==> config.mk <==
export PLATFORM = sky130hd
export DESIGN_NAME = four_motor_pattern_pwm_sequencer
export DESIGN_NICKNAME = d
export VERILOG_FILES = /design/src/rtl/core/fmps_pkg.sv /design/src/rtl/core/four_motor_pattern_pwm_sequencer.sv
export SDC_FILE = /design/constraint.sdc
export NUM_CORES = 1
export LEC_CHECK = 0
export BUFFER_PORTS_ARGS = -buffer_cell sky130_fd_sc_hd__buf_2
export CAP_MARGIN = 20
export CELL_PAD_IN_SITES_DETAIL_PLACEMENT = 0
export CELL_PAD_IN_SITES_GLOBAL_PLACEMENT = 1
export CORE_UTILIZATION = 48
export DETAILED_ROUTE_END_ITERATION = 6
export PLACE_DENSITY = 0.87
export RECOVER_POWER = 100
export SKIP_CTS_REPAIR_TIMING = 1
export SLEW_MARGIN = 25
export SYNTH_ARGS = -nofsm -noshare
export SYNTH_HDL_FRONTEND = slang
export SYNTH_SLANG_ARGS = --single-unit
export TNS_END_PERCENT = 100
==> constraint.sdc <==
create_clock -name i_clk -period 6.9 [get_ports i_clk]
set_clock_uncertainty 0.1 [all_clocks]
set_input_delay 2.07 -clock i_clk [delete_from_list [all_inputs] [get_ports i_clk]]
set_output_delay 2.07 -clock i_clk [all_outputs]
set_load 0.02 [all_outputs]
==> src/rtl/core/fmps_pkg.sv <==
// Package for the four-motor pattern PWM sequencer: codes, widths, segment ROM
// contents and the segment lookup helpers.
// No dependencies.
`timescale 1ns / 1ps

package fmps_pkg;

    // Sizing
    localparam int NUM_MOTORS     = 4;
    localparam int NUM_SETS       = 2;
    localparam int MAX_SEGMENTS   = 16;
    localparam int TICKS_PER_UNIT = 10;
    localparam int ENTRY_W        = 8;
    localparam int SEG_IDX_W      = $clog2(MAX_SEGMENTS);
    localparam int REMAIN_W       = $clog2(((1 << ENTRY_W) - 1) * TICKS_PER_UNIT + 1);

    typedef logic [SEG_IDX_W-1:0] t_seg_idx;
    typedef logic [SEG_IDX_W:0]   t_seg_cnt;
    typedef logic [REMAIN_W-1:0]  t_remain;
    typedef logic [ENTRY_W-1:0]   t_entry;
    typedef logic [1:0]           t_mode;
    typedef logic [2:0]           t_button;
    typedef logic [1:0]           t_cfg_idx;

    // Run modes
    localparam t_mode MODE_STOP = 2'd0;
    localparam t_mode MODE_AUTO = 2'd1;
    localparam t_mode MODE_STEP = 2'd2;
    localparam t_mode MODE_FULL = 2'd3;

    // Button scan codes
    localparam t_button BTN_STOP = 3'd0;
    localparam t_button BTN_AUTO = 3'd1;
    localparam t_button BTN_STEP = 3'd2;
    localparam t_button BTN_FULL = 3'd3;
    localparam t_button BTN_NONE = 3'd4;

    // Item kinds on the input tuser bit
    localparam logic ACT_TICK = 1'b0;

    // Configuration register indexes
    localparam t_cfg_idx CFG_PWM_PERIOD = 2'd0;
    localparam t_cfg_idx CFG_DUTY_A     = 2'd1;
    localparam t_cfg_idx CFG_DUTY_B     = 2'd2;

    // Segment durations in units, [set][motor][segment]; unused slots are zero
    localparam t_entry SEG_TABLE [NUM_SETS][NUM_MOTORS][MAX_SEGMENTS] = '{
        '{
            '{8'd19, 8'd3,  8'd7,  8'd22, 8'd15, 8'd24, 8'd7,  8'd30,
              8'd8,  8'd12, 8'd7,  8'd12, 8'd7,  8'd37, 8'd0,  8'd0},
            '{8'd7,  8'd13, 8'd14, 8'd23, 8'd14, 8'd80, 8'd7,  8'd12,
              8'd7,  8'd12, 8'd7,  8'd12, 8'd0,  8'd0,  8'd0,  8'd0},
            '{8'd19, 8'd3,  8'd8,  8'd22, 8'd14, 8'd24, 8'd7,  8'd12,
              8'd7,  8'd12, 8'd7,  8'd12, 8'd7,  8'd56, 8'd0,  8'd0},
            '{8'd7,  8'd3,  8'd8,  8'd22, 8'd14, 8'd23, 8'd8,  8'd11,
              8'd8,  8'd67, 8'd8,  8'd30, 8'd0,  8'd0,  8'd0,  8'd0}
        },
        '{
            '{8'd0,  8'd0,  8'd12, 8'd19, 8'd12, 8'd19, 8'd12, 8'd19,
              8'd12, 8'd130, 8'd0, 8'd0,  8'd0,  8'd0,  8'd0,  8'd0},
            '{8'd0,  8'd93, 8'd12, 8'd19, 8'd12, 8'd19, 8'd12, 8'd19,
              8'd12, 8'd37, 8'd0,  8'd0,  8'd0,  8'd0,  8'd0,  8'd0},
            '{8'd0,  8'd13, 8'd12, 8'd19, 8'd12, 8'd130, 8'd12, 8'd19,
              8'd12, 8'd6,  8'd0,  8'd0,  8'd0,  8'd0,  8'd0,  8'd0},
            '{8'd0,  8'd44, 8'd12, 8'd19, 8'd12, 8'd19, 8'd12, 8'd19,
              8'd12, 8'd86, 8'd0,  8'd0,  8'd0,  8'd0,  8'd0,  8'd0}
        }
    };

    // Segments in use per [set][motor]
    localparam t_seg_cnt SEG_COUNT [NUM_SETS][NUM_MOTORS] = '{
        '{t_seg_cnt'(14), t_seg_cnt'(12), t_seg_cnt'(14), t_seg_cnt'(12)},
        '{t_seg_cnt'(10), t_seg_cnt'(10), t_seg_cnt'(10), t_seg_cnt'(10)}
    };

    // Active-low LED nibble per mode
    localparam logic [3:0] LED_TABLE [4] = '{4'hE, 4'hB, 4'h7, 4'hD};

    // Tick count loaded when a segment starts
    function automatic t_remain seg_reload(input logic set, input logic [1:0] motor,
                                           input t_seg_idx idx);
        return t_remain'(SEG_TABLE[set][motor][idx]) * t_remain'(TICKS_PER_UNIT);
    endfunction

    // Next segment index, wrapping at the end of the motor's table
    function automatic t_seg_idx seg_next(input logic set, input logic [1:0] motor,
                                          input t_seg_idx idx);
        t_seg_cnt nxt;
        nxt = {1'b0, idx} + t_seg_cnt'(1);
        if (nxt >= SEG_COUNT[set][motor]) begin
            return '0;
        end
        return nxt[SEG_IDX_W-1:0];
    endfunction

endpackage

==> src/rtl/core/four_motor_pattern_pwm_sequencer.sv <==
// Top level of the four-motor pattern PWM sequencer.
// Each result is registered on m_axis, or in the skid entry while the output stalls.
// One item per cycle when s_axis_tready is high; state update: one registered pass.
// A two-entry output buffer keeps s_axis_tready high while one result waits.
// Reset (i_rst_n low, synchronous) stops all motors, selects set A and
// loads default PWM period 16, duty A 10, duty B 11.
`timescale 1ns / 1ps

module four_motor_pattern_pwm_sequencer (
    input  logic        i_clk,
    input  logic        i_rst_n,
    // Item input
    input  logic        s_axis_tvalid,
    output logic        s_axis_tready,
    input  logic [7:0]  s_axis_tdata,   // [2:0] button, [7:3] zero
    input  logic        s_axis_tuser,   // [0] action (0 tick, 1 scan)
    // Result output
    output logic        m_axis_tvalid,
    input  logic        m_axis_tready,
    output logic [15:0] m_axis_tdata,   // [3:0] motor_drive, [5:4] run_mode,
                                        // [6] pattern_set, [10:7] led_mask, [15:11] zero
    // Configuration writes
    input  logic        i_cfg_we,
    input  logic [1:0]  i_cfg_idx,
    input  logic [7:0]  i_cfg_data
);

    import fmps_pkg::*;

    localparam int OUT_W = 11;

    // Configuration registers
    logic [7:0] r_pwm_period, r_duty_a, r_duty_b;

    // Sequencer state
    t_mode                 r_mode, n_mode;
    logic                  r_set, n_set;
    t_button               r_prev_button, n_prev_button;
    logic [7:0]            r_pwm_count, n_pwm_count;
    t_seg_idx              r_seg_idx    [NUM_MOTORS];
    t_seg_idx              n_seg_idx    [NUM_MOTORS];
    t_remain               r_seg_remain [NUM_MOTORS];
    t_remain               n_seg_remain [NUM_MOTORS];
    logic [NUM_MOTORS-1:0] r_seg_on, n_seg_on;
    logic [NUM_MOTORS-1:0] r_drive, n_drive;

    // Output buffer
    logic             r_out_valid, r_skid_valid;
    logic [OUT_W-1:0] r_out_data, r_skid_data;
    logic [OUT_W-1:0] w_result;

    logic    w_accept_in;
    t_button w_button;
    logic    w_is_tick;

    assign s_axis_tready = !r_skid_valid;
    assign w_accept_in   = s_axis_tvalid && s_axis_tready;
    assign w_button      = s_axis_tdata[2:0];
    assign w_is_tick     = (s_axis_tuser == ACT_TICK);

    // Configuration write decode
    always_ff @(posedge i_clk) begin
        if (!i_rst_n) begin
            r_pwm_period <= 8'd16;
            r_duty_a     <= 8'd10;
            r_duty_b     <= 8'd11;
        end else if (i_cfg_we) begin
            unique case (i_cfg_idx)
                CFG_PWM_PERIOD: r_pwm_period <= i_cfg_data;
                CFG_DUTY_A:     r_duty_a     <= i_cfg_data;
                CFG_DUTY_B:     r_duty_b     <= i_cfg_data;
                default: ;
            endcase
        end
    end

    // Next state for one accepted item
    always_comb begin
        logic [7:0] v_duty;
        logic [7:0] v_pwm_inc;
        logic       v_set;
        t_seg_idx   v_idx;

        n_mode        = r_mode;
        n_set         = r_set;
        n_prev_button = r_prev_button;
        n_pwm_count   = r_pwm_count;
        n_seg_on      = r_seg_on;
        n_drive       = r_drive;
        n_seg_idx     = r_seg_idx;
        n_seg_remain  = r_seg_remain;
        v_duty        = r_set ? r_duty_b : r_duty_a;
        v_pwm_inc     = r_pwm_count + 8'd1;
        v_set         = (r_mode == MODE_FULL) ? !r_set : 1'b0;
        v_idx         = '0;

        if (w_accept_in) begin
            if (w_is_tick) begin
                // Full-mode tick: step every motor, gate with PWM
                if (r_mode == MODE_FULL) begin
                    for (int m = 0; m < NUM_MOTORS; m++) begin
                        if (r_seg_remain[m] != '0) begin
                            n_seg_remain[m] = r_seg_remain[m] - t_remain'(1);
                        end else begin
                            v_idx           = seg_next(r_set, 2'(m), r_seg_idx[m]);
                            n_seg_idx[m]    = v_idx;
                            n_seg_remain[m] = seg_reload(r_set, 2'(m), v_idx);
                            n_seg_on[m]     = !v_idx[0];
                        end
                        n_drive[NUM_MOTORS-1-m] = n_seg_on[m] && (r_pwm_count < v_duty);
                    end
                    n_pwm_count = (v_pwm_inc >= r_pwm_period) ? 8'd0 : v_pwm_inc;
                end
            end else begin
                // Button scan: act on a new press only
                if (w_button != BTN_NONE && w_button != r_prev_button) begin
                    n_drive = '0;
                    if (w_button == BTN_FULL) begin
                        n_mode = MODE_FULL;
                        n_set  = v_set;
                        for (int m = 0; m < NUM_MOTORS; m++) begin
                            n_seg_idx[m]    = '0;
                            n_seg_remain[m] = seg_reload(v_set, 2'(m), '0);
                            n_seg_on[m]     = 1'b1;
                        end
                    end else begin
                        n_set  = 1'b0;
                        n_mode = (w_button == BTN_AUTO || w_button == BTN_STEP)
                                 ? w_button[1:0] : MODE_STOP;
                    end
                end
                n_prev_button = w_button;
            end
        end
    end

    // State registers
    always_ff @(posedge i_clk) begin
        if (!i_rst_n) begin
            r_mode        <= MODE_STOP;
            r_set         <= 1'b0;
            r_prev_button <= BTN_NONE;
            r_pwm_count   <= '0;
            r_seg_on      <= '0;
            r_drive       <= '0;
            for (int m = 0; m < NUM_MOTORS; m++) begin
                r_seg_idx[m]    <= '0;
                r_seg_remain[m] <= '0;
            end
        end else begin
            r_mode        <= n_mode;
            r_set         <= n_set;
            r_prev_button <= n_prev_button;
            r_pwm_count   <= n_pwm_count;
            r_seg_on      <= n_seg_on;
            r_drive       <= n_drive;
            r_seg_idx     <= n_seg_idx;
            r_seg_remain  <= n_seg_remain;
        end
    end

    // Result word from the post-item state
    assign w_result = {LED_TABLE[n_mode], n_set, n_mode, n_drive};

    // Output register plus skid entry
    always_ff @(posedge i_clk) begin
        if (!i_rst_n) begin
            r_out_valid  <= 1'b0;
            r_skid_valid <= 1'b0;
        end else if (!r_out_valid || m_axis_tready) begin
            if (r_skid_valid) begin
                r_out_valid  <= 1'b1;
                r_skid_valid <= 1'b0;
            end else begin
                r_out_valid  <= w_accept_in;
            end
        end else if (w_accept_in) begin
            r_skid_valid <= 1'b1;
        end
    end

    always_ff @(posedge i_clk) begin
        if (!r_out_valid || m_axis_tready) begin
            r_out_data <= r_skid_valid ? r_skid_data : w_result;
        end else if (w_accept_in) begin
            r_skid_data <= w_result;
        end
    end

    assign m_axis_tvalid = r_out_valid;
    assign m_axis_tdata  = {{(16 - OUT_W){1'b0}}, r_out_data};

    // Segment bookkeeping consistency while running patterns
    logic w_seg_ok;
    always_comb begin
        w_seg_ok = 1'b1;
        for (int m = 0; m < NUM_MOTORS; m++) begin
            if (r_seg_on[m] != !r_seg_idx[m][0]) w_seg_ok = 1'b0;
            if ({1'b0, r_seg_idx[m]} >= SEG_COUNT[r_set][m]) w_seg_ok = 1'b0;
        end
    end

    a_skid_needs_out: assert property (@(posedge i_clk) disable iff (!i_rst_n)
        r_skid_valid |-> r_out_valid)
        else $error("skid entry holds a result while output register is empty");

    a_drive_only_full: assert property (@(posedge i_clk) disable iff (!i_rst_n)
        (r_drive != '0) |-> (r_mode == MODE_FULL))
        else $error("motor drive active outside full mode");

    a_set_only_full: assert property (@(posedge i_clk) disable iff (!i_rst_n)
        r_set |-> (r_mode == MODE_FULL))
        else $error("pattern set B selected outside full mode");

    a_seg_consistent: assert property (@(posedge i_clk) disable iff (!i_rst_n)
        (r_mode == MODE_FULL) |-> w_seg_ok)
        else $error("segment index or on flag inconsistent in full mode");

    a_tick_idle_hold: assert property (@(posedge i_clk) disable iff (!i_rst_n)
        (w_accept_in && w_is_tick && r_mode != MODE_FULL) |=> $stable(r_pwm_count))
        else $error("PWM counter moved on a tick outside full mode");

endmodule
-- Word level (Yosys, flattened, before mapping)
Cells that the tools add are included.
- logic and storage cells: 230
- bits of input ports: 24
- register bits after elaboration: 134
- output and inout port bits: 18
- bitwise logic cells: 10
- order comparisons: 13
- reductions and logical operators: 33
- eq/ne operators: 14
- muxes and demuxes: 122
- multipliers: 8
- add/subtract/negate cells: 9
- operator list (cell ; number):
    $mux 512 ; 4
    $mux 509 ; 2
    $mux 48 ; 4
    $mux 4 ; 38
    $bmux 8 s4 ; 4
    $mul 8x3->11 const B ; 8
    $mux 8 ; 10
    $mux 16 ; 4
    $mux 12 ; 4
    $reduce_bool 12->1 ; 4
    $sub 12x1->12 const B ; 4
    $mux 1 ; 42
    $mux 20 ; 2
    $add 4x1->5 const B ; 4
    $ge 5x5->1 ; 4
    $ge 5x5->1 const B ; 4
    $not 4->5 ; 4
    $reduce_and 5->1 ; 4
    $mux 18 ; 1
    $mux 11 ; 1
    $mux 2 ; 5
    $reduce_and 2->1 ; 5
    $add 8x1->8 const B ; 1
    $bmux 4 s2 ; 1
    other kinds (23) ; 45

-- Depth between registers and ports, before layout
- word-level depth: 25
- gate-level depth with buffers: 25
- mapped depth without buffers: 24

-- Least setup slack after synthesis
Ideal clock, no wire load.
- path kind: register to register
- start point: register r_seg_idx[8] (netlist name)
- end point: register r_seg_remain[34] (netlist name)
- cell stages (with the launch flop): 24
- library setup time: 0.122 ns
- clock period less this slack: 4.952 ns
- path slack: 1.948 ns
- required time: 6.678 ns
- buffers on the path: 2
- data arrival time: 4.730 ns
- path through: dfxtp_1 ha_1 clkbuf_1 inv_1 ha_1 a21bo_2 a21oi_1 or2_2 and2_1 clkbuf_2 ha_1 o21ai_0 o21ai_0 a221o_1 ha_1 ha_1 fa_1 a21oi_1 nor2_1 nor2_1 nor2b_1 o21ai_1 a21oi_1 a221o_1
- cells in the longest elaborated chain, start to end: 20
- RTL lines (what ; RTL line ; text):
    start: declaration ; four_motor_pattern_pwm_sequencer.sv:40 ; t_seg_idx r_seg_idx [NUM_MOTORS];
    start signal: assignment ; four_motor_pattern_pwm_sequencer.sv:157 ; r_seg_idx <= n_seg_idx;
    $add 4x1->5 * ; fmps_pkg.sv:89 ; nxt = {1'b0, idx} + t_seg_cnt'(1);
    $ge 5x5->1 ; fmps_pkg.sv:90 ; if (nxt >= SEG_COUNT[set][motor]) begin
    $mux 1 ; fmps_pkg.sv:90 ;
    $mux 1 ; four_motor_pattern_pwm_sequencer.sv:102 ; if (r_seg_remain[m] != '0) begin
    $mux 1 ; four_motor_pattern_pwm_sequencer.sv:100 ; if (r_mode == MODE_FULL) begin
    $mux 1 ; four_motor_pattern_pwm_sequencer.sv:98 ; if (w_is_tick) begin
    $mux 1 ; four_motor_pattern_pwm_sequencer.sv:97 ; if (w_accept_in) begin
    $mux 4 * ; fmps_pkg.sv:93 ; return nxt[SEG_IDX_W-1:0];
    [3 not listed] ; -- ;
    $mux 4 * ; four_motor_pattern_pwm_sequencer.sv:97 ;
    $not 4->5 (implied by the code) * ; fmps_pkg.sv:82 ; return t_remain'(SEG_TABLE[set][motor][idx]) * t_remain'(TICKS_PER_UNIT);
    $bmux 8 s4 * ; fmps_pkg.sv:82 ;
    $mux 8 (implied by the code) * (2 in series) ; fmps_pkg.sv:82 ;
    $mul 8x3->11 * ; fmps_pkg.sv:82 ;
    $mux 12 * ; four_motor_pattern_pwm_sequencer.sv:102 ;
    $mux 48 * ; four_motor_pattern_pwm_sequencer.sv:100 ;
    $mux 48 * ; four_motor_pattern_pwm_sequencer.sv:98 ;
    end signal: assignment ; four_motor_pattern_pwm_sequencer.sv:158 ; r_seg_remain <= n_seg_remain;
    end: declaration ; four_motor_pattern_pwm_sequencer.sv:42 ; t_remain r_seg_remain [NUM_MOTORS];
Every way passes the cells marked *; elsewhere a longest branch is shown, timed or not. The select of a mux whose other input is x is not followed.
A chain may end at the register's enable or synchronous reset.

-- Final worst setup path
- start point: input port s_axis_tuser
- end point: register r_seg_remain[14] (netlist name)
- cells in the longest elaborated chain, start to end: 2
- elaborated cells between the ends (all ways): 5
- those cells by class: eq/ne (2); mux (1); reduce/logical (2)
- RTL lines (what ; RTL line ; text):
    start: declaration ; four_motor_pattern_pwm_sequencer.sv:16 ; input logic s_axis_tuser,
    $ne 2x1->1 (no line) or $reduce_bool 2->1 (tied branches) ; -- ;
    $reduce_and 4->1 (no line) ; -- ;
Parallel ways exist; a longest one is shown, timed or not.

==> metrics <==
failing checks=design-rule violations, max-capacitance violations, max-slew violations; reg2reg end=r_seg_remain[34]; IO buf count=31; largest net degree at the start of global routing=48; Synth Flop Type=dfxtp_1; grt ovf=0; critical register-to-register path startpoint=r_seg_idx[8]; pre-CTS setup slack=1220 ps; Async SR Flop Fraction=0; Mean Syn Cell Area=8.12 um^2; Final Max Tran Viols=104; Max-slew headroom=-0.638; Register Area=2900 um^2; register area share after synthesis=0.295; slowest stage cell on the critical path=nor3_1; Non-Filler Instances=1493; overall die area=21100 um^2; routability cong.=0.875; Final nets=1326; Clock Tree Buf Depth=2; run status=finished with violations; Setup TNS Final=0 ps; DP HPWL=16500 um; Crit. End Element=register; gr usage total=0.230; placed cells=1461; top cell type's share of synthesized area=0.228; crit-path cells=clkbuf_1 > nor3_1 > clkbuf_1 > nor2_1 > o21a_1 > a311o_1; Max Cap Violations=3; global-route wire length before repair=40200 um; final core occ=0.528; hold_sp=r_seg_on[0]; die height=145 um; H-tree depth=4; CP bufs+invs=2; Syn Inst Count=1213; Setup violations, final=0; worst hold path class=register to register; fmax=0.160 GHz; clock transition at the registers of the reported paths=60 ps; area leader, netlist=dfxtp_1; maximum vdd ir drop=167 uV; most frequent cell after synthesis=nor2_1; main area contributors after synthesis=dfxtp_1 (23%), ha_1 (11%), edfxtp_1 (6.7%); CP dominant cell by count=clkbuf_1; worst slew pin tran=2440 ps; Multi-input gate area=6410 um^2; unrepaired setup endpoints after global routing=no; drt drc=3; Antenna Nets Post-Route=0; vias in the first global route=8065; Pre-antenna DRT Iters=7; share of layout cells above drive strength 1=0.0785; P_leak=4.39 nW; vias per cell=5.78; CP max stage delay=1950 ps; fill count=1883; drt first-iter violations=661; Initial Utilization=0.488; pwr dens=176 nW/um^2; PnR worst setup slack=651 ps; row cnt=52; total power=1.88 mW; CP max FO=29; ant diodes=0; period utilisation layout=0.906; Root Buffer=clkbuf_16; Layout Area Growth over Synthesis=8.12%; r2r worst-path depth=21; die width=145 um; Yosys reg bits=134; WHS Path Cells=2; CP Launch Type=input port; Hold Path End=r_seg_on[0]; Setup CP Type=input port to register; routed vias=8636; core area=20200 um^2; library cells used by synthesis=89; Post-synth top cells=nor2_1 (119), a21oi_1 (117), dfxtp_1 (112), nand2_1 (111), ha_1 (88); EDFF count, synth=22; WL/cell=16.0 um; Top delay family on crit path=simple AND/OR/NAND/NOR gates; Cell Area, Synth=9850 um^2; crit path DAT=6460 ps; initial antenna violation count=0; # IOs=42; Clock Sinks=134; Critical Path RT=7110 ps; TritonCTS buffer count=17; R2R setup slack=1020 ps; Final Hold Viols=0; clock tree from TritonCTS=yes; YS warnings=0; latest clock arrival within the worst-skew pair=430 ps; total wire length=23900 um; Period minus WS final=6250 ps
worst min-delay path, delay by kind of cell, from the launching register on:
| family | cells | cell delay, ps |
|---|---|---|
| buf+inv | 1 | 50 |
| compound gates | 1 | 50 |
| flops | 1 | 310 |
cell usage in the layout, fill, tap and decap left out, drive strengths merged, types with 6 or more instances in the layout:
cell type and n:
nor2b 13, dfxtp 112, edfxtp 22, nand2 111, clkbuf 38, a31oi 18, buf 22, or3 8
inv 64, and2 15, xnor2 35, nor2 120, nor4 14, a311oi 6, and3 6, o211ai 19
xor2 12, ha 88, mux2 14, or4 8, nor3b 6, a21oi 119, a211oi 8, nand2b 22
o21ai 79, mux2i 40, a21o 14, nor3 37, nand3 38, a32oi 9, o22ai 13
routing by layer:
| layer | up-vias | wire length [um] | track usage | share of wire |
|---|---|---|---|---|
| met5 | - | 0 | 0 | 0 |
| met1 | 3997 | 11800 | 0.321 | 0.49 |
| li1 | 4396 | - | - | - |
| met3 | 33 | 1020 | 0.0355 | 0.043 |
| met4 | 0 | 410 | 0.0721 | 0.017 |
| met2 | 210 | 10600 | 0.362 | 0.45 |
where the power goes:
group,internal [mW],leakage (nW),switching (mW)
clock network,0.514,0.284,0.402
logic,0.0514,2.98,0.0966
registers,0.808,1.13,0.00709
kinds of logic after synthesis:
| family | after synthesis | synth area share |
|---|---|---|
| AOI/OAI and AO/OA | 347 | 0.225 |
| DFF | 134 | 0.295 |
| and+or+nand+nor | 415 | 0.207 |
| other | 1 | 0.000381 |
| buffers and inverters | 123 | 0.0541 |
| muxes | 54 | 0.0570 |
| adders and majority gates | 92 | 0.120 |
| xor gates and xnor gates | 47 | 0.0418 |
registers in the layout, summed over array words and instances, names as in the netlist:
| name | count |
|---|---|
| r_duty_b | 8 |
| r_drive | 4 |
| r_out_data | 11 |
| r_set | 1 |
| r_seg_on | 4 |
| r_pwm_count | 8 |
| r_prev_button | 3 |
| r_duty_a | 8 |
| r_skid_valid | 1 |
| m_axis_tvalid | 1 |
| r_mode | 2 |
| r_seg_idx | 16 |
| r_skid_data | 11 |
| r_seg_remain | 48 |
| r_pwm_period | 8 |
cell type report:
class	count	share of cell area
Multi-Input combinational cell	960	0.602
Sequential cell	134	0.273
Clock inverter	15	0.0150
Tap cell	270	0.0317
Inverter	54	0.0190
Clock buffer	17	0.0399
Timing Repair Buffer	43	0.0196
how the worst max path moves through the flow:
| stage | start | to | slack, ps | cells after the start |
|---|---|---|---|---|
| 4_1_cts | r_seg_idx[8] | r_seg_remain[34] | 1180 | 21 |
| 5_1_grt | s_axis_tuser | r_seg_remain[31] | 400 | 7 |
| 2_1_floorplan | r_seg_idx[8] | r_seg_remain[34] | 1950 | 23 |
| 3_3_place_gp | r_seg_idx[8] | r_seg_remain[34] | 1190 | 21 |
| 3_5_place_dp | r_seg_idx[8] | r_seg_remain[34] | 1220 | 21 |
| 6_report | s_axis_tuser | r_seg_remain[14] | 650 | 6 |
per-stage QoR:
step | area [um^2] | hold WS (ps)
after floorplan | 9860 | 321
after global placement | 10100 | 333
after detailed placement | 10100 | 337
after CTS | 10700 | 347
after global routing | 10600 | 357
final | 10600 | 346
(Power assumes the default switching activity.)
